==> src/rtl/core/tts_pkg.sv <==
// shared types and constants for the timer table scheduler
`default_nettype none
package tts_pkg;
  localparam int SLOTS = 16;
  localparam int TIME_BITS = 48;
  localparam int IDX_W = $clog2(SLOTS);
  localparam int EXP_W = TIME_BITS + 1;
  localparam int CNT_W = $clog2(SLOTS + 1);

  typedef enum logic [1:0] {
    OP_ADD = 2'd0, OP_DEL = 2'd1, OP_RST = 2'd2, OP_PROC = 2'd3
  } op_t;

  typedef enum logic [2:0] {
    K_ADD = 3'd0, K_DEL = 3'd1, K_RST = 3'd2, K_FIRE = 3'd3, K_WAIT = 3'd4
  } kind_t;

  typedef enum logic [2:0] {
    S_IDLE, S_SNAP, S_SCAN, S_FIRE, S_MIN, S_OUT
  } state_t;

  // one write into the slot memories
  typedef struct packed {
    logic             we;
    logic [IDX_W-1:0] addr;
    logic [EXP_W-1:0] expiry;
    logic             wr_ivl;
    logic [31:0]      ivl;
  } mem_wr_t;
endpackage
`default_nettype wire

==> src/rtl/core/tts_mem.sv <==
// slot memory: expiry and interval, one write port, one registered read
`default_nettype none
module tts_mem (
  input  wire logic                    clk,
  input  wire tts_pkg::mem_wr_t        wr,
  input  wire logic [tts_pkg::IDX_W-1:0] rd_addr,
  output logic [tts_pkg::EXP_W-1:0]    rd_expiry,
  output logic [31:0]                  rd_ivl
);
  import tts_pkg::*;
  logic [EXP_W-1:0] exp_mem [SLOTS];
  logic [31:0]      ivl_mem [SLOTS];

  always_ff @(posedge clk) begin
    if (wr.we) begin
      exp_mem[wr.addr] <= wr.expiry;
      if (wr.wr_ivl) ivl_mem[wr.addr] <= wr.ivl;
    end
    rd_expiry <= exp_mem[rd_addr];
    rd_ivl    <= ivl_mem[rd_addr];
  end
endmodule
`default_nettype wire

==> src/rtl/core/timer_table_scheduler.sv <==
// top level of the timer table scheduler
`default_nettype none
// Timer table of SLOTS entries whose expiry and interval live in a synchronous
// memory. Add, delete and reset take one transaction and give one result.
// Process walks the memory once per fired timer to find the earliest due slot,
// sending each firing from S_FIRE, then makes one pass that finds nothing due
// and one pass for the minimum expiry, after which the wait result is sent.
// All passes go through the single memory read port; a result held by the
// sink stalls the next firing or the wait result until it is taken.
// Results sit in an output register; the next transaction is taken once the
// last result of the current one has been sent.
module timer_table_scheduler (
  input  wire logic        clk,
  input  wire logic        rst_n,
  input  wire logic        in_tvalid,
  output logic             in_tready,
  // opcode[1:0], timer_id[5:2], delay[37:6], repeat_mode[38], now_ms[86:39]
  input  wire logic [87:0] in_tdata,
  output logic             out_tvalid,
  input  wire logic        out_tready,
  // kind[2:0], slot_id[6:3], status[7], wait_ms[39:8], live_count[44:40]
  output logic [47:0]      out_tdata,
  output logic             out_tlast
);
  import tts_pkg::*;

  state_t state_r, state_nxt;
  logic [SLOTS-1:0] act_r, act_nxt, rep_r, rep_nxt, due_r, due_nxt;
  logic [CNT_W-1:0] cnt_r, cnt_nxt;
  // latched transaction
  logic [1:0]  op_r;
  logic [3:0]  id_r;
  logic [31:0] dly_r;
  logic        rmode_r;
  logic [TIME_BITS-1:0] now_r;
  // scan walker: address issued, data arrives in the next cycle
  logic [IDX_W:0]   sidx_r, sidx_nxt;
  logic [IDX_W-1:0] didx_r;
  logic             dval_r, dval_nxt;
  logic             any_r, any_nxt;
  logic [EXP_W-1:0] best_r, best_nxt;
  logic [IDX_W-1:0] pick_r, pick_nxt;
  // output register
  logic        ov_r, ov_nxt, olast_r, olast_nxt;
  logic [47:0] od_r, od_nxt;

  mem_wr_t          wr;
  logic [IDX_W-1:0] rd_addr;
  logic [EXP_W-1:0] rd_expiry;
  logic [31:0]      rd_ivl;

  tts_mem u_mem (.clk, .wr, .rd_addr, .rd_expiry, .rd_ivl);

  logic [EXP_W-1:0] target, now_x, diff;
  logic [IDX_W-1:0] free_idx;
  logic             free_any, id_ok;
  logic [IDX_W-1:0] id_s;

  assign target = {1'b0, now_r} + EXP_W'(dly_r);
  assign now_x  = {1'b0, now_r};
  assign diff   = best_r - now_x;
  assign id_ok  = ({28'd0, id_r} < 32'(SLOTS));
  assign id_s   = IDX_W'(id_r);

  always_comb begin
    free_idx = '0;
    free_any = 1'b0;
    for (int i = SLOTS - 1; i >= 0; i--) begin
      if (!act_r[i]) begin
        free_idx = IDX_W'(i);
        free_any = 1'b1;
      end
    end
  end

  function automatic logic [47:0] pack(kind_t k, logic [3:0] s, logic st,
                                       logic [31:0] w, logic [CNT_W-1:0] c);
    pack = {3'd0, 5'(c), w, st, s, 3'(k)};
  endfunction

  assign in_tready  = (state_r == S_IDLE) && !ov_r;
  assign out_tvalid = ov_r;
  assign out_tdata  = od_r;
  assign out_tlast  = olast_r;

  always_comb begin
    state_nxt = state_r;
    act_nxt = act_r; rep_nxt = rep_r; due_nxt = due_r; cnt_nxt = cnt_r;
    sidx_nxt = sidx_r; dval_nxt = 1'b0;
    any_nxt = any_r; best_nxt = best_r; pick_nxt = pick_r;
    ov_nxt = ov_r && !out_tready; olast_nxt = olast_r; od_nxt = od_r;
    wr = '0;
    rd_addr = sidx_r[IDX_W-1:0];
    unique case (state_r)
      S_IDLE: if (in_tvalid && in_tready) state_nxt = S_SNAP;
      S_SNAP: begin
        // single-result operations complete here
        ov_nxt = 1'b1; olast_nxt = 1'b1;
        unique case (op_t'(op_r))
          OP_ADD: begin
            if (free_any) begin
              act_nxt[free_idx] = 1'b1; rep_nxt[free_idx] = rmode_r;
              cnt_nxt = cnt_r + 1'b1;
              wr = '{we: 1'b1, addr: free_idx, expiry: target,
                     wr_ivl: 1'b1, ivl: rmode_r ? dly_r : 32'd0};
              od_nxt = pack(K_ADD, 4'(free_idx), 1'b0, 32'd0, cnt_r + 1'b1);
            end else begin
              od_nxt = pack(K_ADD, 4'd0, 1'b1, 32'd0, cnt_r);
            end
            state_nxt = S_IDLE;
          end
          OP_DEL: begin
            if (id_ok && act_r[id_s]) begin
              act_nxt[id_s] = 1'b0; cnt_nxt = cnt_r - 1'b1;
              od_nxt = pack(K_DEL, id_r, 1'b0, 32'd0, cnt_r - 1'b1);
            end else begin
              od_nxt = pack(K_DEL, id_r, 1'b1, 32'd0, cnt_r);
            end
            state_nxt = S_IDLE;
          end
          OP_RST: begin
            if (id_ok) begin
              wr = '{we: 1'b1, addr: id_s, expiry: target,
                     wr_ivl: 1'b0, ivl: 32'd0};
              act_nxt[id_s] = 1'b1;
              cnt_nxt = act_r[id_s] ? cnt_r : cnt_r + 1'b1;
              od_nxt = pack(K_RST, id_r, 1'b0, 32'd0, cnt_nxt);
            end else begin
              od_nxt = pack(K_RST, id_r, 1'b1, 32'd0, cnt_r);
            end
            state_nxt = S_IDLE;
          end
          default: begin
            // process: clear the fired set, then the first pass picks the earliest
            ov_nxt = ov_r && !out_tready; olast_nxt = olast_r;
            due_nxt = '0; any_nxt = 1'b0; sidx_nxt = '0;
            state_nxt = S_SCAN;
          end
        endcase
      end
      S_SCAN, S_MIN: begin
        // walk all slots; S_SCAN skips slots already fired by this process
        if (sidx_r < (IDX_W+1)'(SLOTS)) begin
          dval_nxt = 1'b1;
          sidx_nxt = sidx_r + 1'b1;
        end
        if (dval_r) begin
          if (act_r[didx_r] && (state_r == S_MIN || !due_r[didx_r])
              && (!any_r || rd_expiry < best_r)) begin
            any_nxt = 1'b1; best_nxt = rd_expiry; pick_nxt = didx_r;
          end
        end
        if (!dval_r && sidx_r == (IDX_W+1)'(SLOTS)) begin
          if (state_r == S_SCAN) begin
            if (any_r && best_r <= now_x) state_nxt = S_FIRE;
            else begin
              any_nxt = 1'b0; sidx_nxt = '0; state_nxt = S_MIN;
            end
          end else state_nxt = S_OUT;
        end
      end
      S_FIRE: begin
        if (!ov_r || out_tready) begin
          ov_nxt = 1'b1; olast_nxt = 1'b0;
          due_nxt[pick_r] = 1'b1;
          if (rep_r[pick_r]) begin
            wr = '{we: 1'b1, addr: pick_r,
                   expiry: now_x + EXP_W'(rd_ivl), wr_ivl: 1'b0, ivl: 32'd0};
            od_nxt = pack(K_FIRE, 4'(pick_r), 1'b0, 32'd0, cnt_r);
          end else begin
            act_nxt[pick_r] = 1'b0; cnt_nxt = cnt_r - 1'b1;
            od_nxt = pack(K_FIRE, 4'(pick_r), 1'b0, 32'd0, cnt_r - 1'b1);
          end
          any_nxt = 1'b0; sidx_nxt = '0; state_nxt = S_SCAN;
        end else rd_addr = pick_r;
      end
      S_OUT: begin
        if (!ov_r || out_tready) begin
          ov_nxt = 1'b1; olast_nxt = 1'b1;
          od_nxt = pack(K_WAIT, 4'd0, 1'b0,
                        !any_r ? 32'hFFFF_FFFF :
                        (best_r <= now_x) ? 32'd0 :
                        (diff > EXP_W'(32'h7FFF_FFFF)) ? 32'hFFFF_FFFF : diff[31:0],
                        cnt_r);
          state_nxt = S_IDLE;
        end
      end
      default: state_nxt = S_IDLE;
    endcase
    // fire needs interval of pick: read it at scan end
    if (state_r == S_SCAN && state_nxt == S_FIRE) rd_addr = pick_nxt;
  end

  always_ff @(posedge clk) begin
    if (!rst_n) begin
      state_r <= S_IDLE; act_r <= '0; rep_r <= '0; cnt_r <= '0;
      ov_r <= 1'b0; dval_r <= 1'b0; due_r <= '0;
    end else begin
      state_r <= state_nxt; act_r <= act_nxt; rep_r <= rep_nxt; cnt_r <= cnt_nxt;
      ov_r <= ov_nxt; dval_r <= dval_nxt; due_r <= due_nxt;
    end
  end

  // due_r here holds slots already fired this process (excluded from rescans)
  always_ff @(posedge clk) begin
    if (in_tvalid && in_tready) begin
      op_r <= in_tdata[1:0]; id_r <= in_tdata[5:2]; dly_r <= in_tdata[37:6];
      rmode_r <= in_tdata[38]; now_r <= in_tdata[39 +: TIME_BITS];
      pick_r <= '1;
    end else pick_r <= pick_nxt;
    sidx_r <= sidx_nxt; didx_r <= rd_addr; any_r <= any_nxt; best_r <= best_nxt;
    olast_r <= olast_nxt; od_r <= od_nxt;
  end
endmodule
`default_nettype wire

==> config.mk <==
export PLATFORM = sky130hd
export DESIGN_NAME = timer_table_scheduler
export DESIGN_NICKNAME = d
export VERILOG_FILES = /design/src/rtl/core/tts_pkg.sv /design/src/rtl/core/tts_mem.sv /design/src/rtl/core/timer_table_scheduler.sv
export SDC_FILE = /design/constraint.sdc
export NUM_CORES = 2
export LEC_CHECK = 0
export BUFFER_PORTS_ARGS = -buffer_cell sky130_fd_sc_hd__buf_2
export CORE_MARGIN = 10
export CORE_UTILIZATION = 35
export CTS_CLUSTER_DIAMETER = 150
export DETAILED_ROUTE_END_ITERATION = 7
export GPL_ROUTABILITY_DRIVEN = 1
export MAX_ROUTING_LAYER = met4
export PLACE_DENSITY = 0.49
export SYNTH_ARGS = -nofsm -noshare
export SYNTH_HDL_FRONTEND = slang
export SYNTH_SLANG_ARGS = --single-unit
==> constraint.sdc <==
create_clock -name clk -period 7.6 [get_ports clk]
set_input_delay 0.38 -clock clk [delete_from_list [all_inputs] [get_ports clk]]
set_output_delay 0.38 -clock clk [all_outputs]
set_load 0.03 [all_outputs]
==> summary.txt <==
clk_skew -> 0.05444 ns
synthesized flop and latch total -> 1631
TritonCTS clock tree -> yes
Post-DP Area -> 76940 µm²
Chip Width -> 475.9 µm
CTS buffer count -> 175
mapped cell area -> 72730 µm²
worst hold slack -> 0.08149 ns
WL final -> 244300 µm
Syn Inst Count -> 5610
pre-CTS setup slack -> 1.877 ns
Critical Path Start Type -> register
Final nets -> 6013
Fmax achieved -> 170.0 MHz
remaining global-route overflow -> 0
Pre-antenna DRT Iters -> 6
largest net degree at the start of global routing -> 178
Top FF cell, synth -> edfxtp_1
Slew Limit Fails -> 0
Clk pin slew, worst setup/hold paths -> 0.06 ns
Required @ worst endpoint -> 8.07 ns
sequential share of the synthesized area -> 65.32%
min cycle time layout -> 5.884 ns
Vias/cell -> 5.773
Worst Path Class, Setup -> register to register
Post-DP HPWL -> 143800 µm
post-route ant nets -> 0
Async SR Flop Fraction -> 0%
H-tree depth -> 4
Hold Path Class -> input pin to register
worst slew pin tran -> 1.450 ns
Max-cap violations -> 0
unrepaired setup endpoints after global routing -> false
setup violators final -> 0
Synth warnings -> 0
Initial DRC Count -> 5147
starting density of the core -> 35.16%
Layout area overhead -> 14.86%
Overall Global Routing Usage -> 21.55%
Skew-Pair Late Insertion Delay -> 0.84 ns
clock root buffer master -> clkbuf_16
WP data arrival -> 6.36 ns
Die Y -> 475.9 µm
Final Cycle Share -> 77.42%
first-pass GRT wire length -> 350400 µm
core area -> 206900 µm²
Post CTS Setup Buffer Count -> 0
Placer Congestion -> 0.9143
post-route DRC violation count -> 0
input/output buffers -> 138
die area -> 226400 µm²
clock sink total -> 1631
vias in the first global route -> 47.45k
CP max FO -> 16
Slew HR -> 3.328%
Design Area, Final -> 83530 µm²
final setup TNS -> 0 ns
I/O Pins -> 143
setup ws final -> 1.716 ns
routed wire length per instance -> 28.35 µm
post-synthesis area per instance -> 12.96 µm²
row count -> 167
DR vias -> 49.75k
Setup crit end kind -> register
Pleak -> 30.10 nW
clock buffer depth -> 3
post-synth cell types -> 87
VDD IR-drop max -> 0.0002815 V
Final Hold Viols -> 0
end-of-flow core utilization -> 40.38%
status -> completed
Pwr per Cell Area -> 239.8 nW/µm²
layout cells sized above 1 -> 12.14%
initial antenna violation count -> 11
Post-synth EDFFs -> 1484
[logic make-up after synthesis]
logic type	share of synthesized area, %
AO/OA/AOI/OAI	17.08
flip-flops	65.32
AND/OR/NAND/NOR	8.287
buffers and inverters	3.186
adder cells (fa/ha/maj)	2.973
multiplexers	1.908
XOR/XNOR	1.240
other	0.005156
[layout by cell type (no fill, tap or decap), types with 31 or more instances in the layout]
| master | count |
|---|---|
| edfxtp_1 | 1484 |
| a21oi_1 | 379 |
| nand2_1 | 334 |
| o21ai_0 | 295 |
| and3_1 | 266 |
| nand3_1 | 206 |
| a211oi_1 | 183 |
| a211o_1 | 182 |
| clkbuf_16 | 179 |
| ha_1 | 168 |
| inv_1 | 158 |
| nor2_1 | 147 |
| dfxtp_1 | 147 |
| a31oi_1 | 145 |
| buf_2 | 138 |
| buf_4 | 110 |
| mux2i_1 | 97 |
| o211ai_1 | 95 |
| dlygate4sd3_1 | 89 |
| a22o_1 | 86 |
| a31o_2 | 83 |
| a2bb2oi_1 | 82 |
| a21o_1 | 81 |
| xnor2_1 | 57 |
| clkbuf_1 | 57 |
| xor2_1 | 45 |
| and2_1 | 44 |
| nor2_4 | 34 |
| nor2b_1 | 32 |
| clkinv_2 | 32 |
| nand4_1 | 31 |
[worst paths after layout]
| path | depth (start not counted) | to | start | slack (ns) |
|---|---|---|---|---|
| max reg2reg | 12 | u_mem.exp_mem[15][45] | now_r[0] | 1.72 |
| min reg2reg | 0 | best_r[2] | u_mem.rd_expiry[2] | 0.44 |
| min | 3 | pick_r[0] | in_tvalid | 0.08 |
| max | 12 | u_mem.exp_mem[15][45] | now_r[0] | 1.72 |
[where the power goes]
part	total [W]	internal [W]	switching [W]	leakage [nW]
registers	0.0100	0.00987	0.000159	15.5
clock network	0.00844	0.00479	0.00366	2.76
logic	0.00155	0.000541	0.00101	11.8
total	0.0200	0.0152	0.00483	30.1
[Yosys cell counts, types with 83 or more instances]
cell	n	area share, %
o21ai_0	298	2.1
a22o_1	86	1.0
edfxtp_1	1484	61
nand2_1	335	1.7
a211o_1	182	2.2
dfxtp_1	147	4.0
o211ai_1	95	0.98
a211oi_1	185	1.9
nor2_1	182	0.94
and3_1	267	2.3
clkbuf_1	292	1.5
a21oi_1	379	2.6
inv_1	159	0.82
ha_1	168	2.9
mux2i_1	97	1.3
a31oi_1	145	1.2
a31o_2	83	1.0
nand3_1	207	1.4
[area by class of cell]
class | count | area (µm²)
Multi-Input combinational cell | 3414 | 23310
Antenna cell | 10 | 25.02
Sequential cell | 1631 | 47510
Fill cell | 19370 | 123300
Clock buffer | 250 | 4886
Tap cell | 2704 | 3383
Timing Repair Buffer | 366 | 2988
Clock inverter | 81 | 792.0
Inverter | 162 | 639.4
[registers in the layout, indices dropped and copies added, names as in the netlist, 32 cells and up]
register         flops
now_r               48
dly_r               32
u_mem.rd_expiry     49
u_mem.rd_ivl        32
u_mem.exp_mem      784
u_mem.ivl_mem      512
out_tdata           45
best_r              49
[per-layer routing]
layer	wire, µm	global-route usage [%]
met3	14920	3.060
met2	111600	32.97
met5	0	-
met1	111200	30.08
met4	6599	5.801
[worst max-delay path, cell delays in order (launching register included)]
cell and delay [ns]:
edfxtp_1 0.53, ha_1 0.28, a21o_1 0.18, a21o_1 0.21, a2111oi_0 0.77, nor4_1 0.20, o21ai_0 0.60, nor3_1 0.18
o311ai_0 0.60, a31oi_1 0.47, o2bb2ai_1 0.66, o21ai_0 0.19, o21ai_1 0.62
[timing repair]
item                      4_1_cts  5_1_grt
hold endpoints to repair       92        0
gates resized for setup         0        0
hold buffers                   89        0
[through the flow]
step	std cells	total power (W)
global placement	8188	0.01171
detailed placement	8188	0.01171
floorplan	5612	0.01111
CTS	8608	0.02019
finish	8618	0.02003
global route	8617	0.02068
No activity file was read; power rests on OpenSTA's default activity.
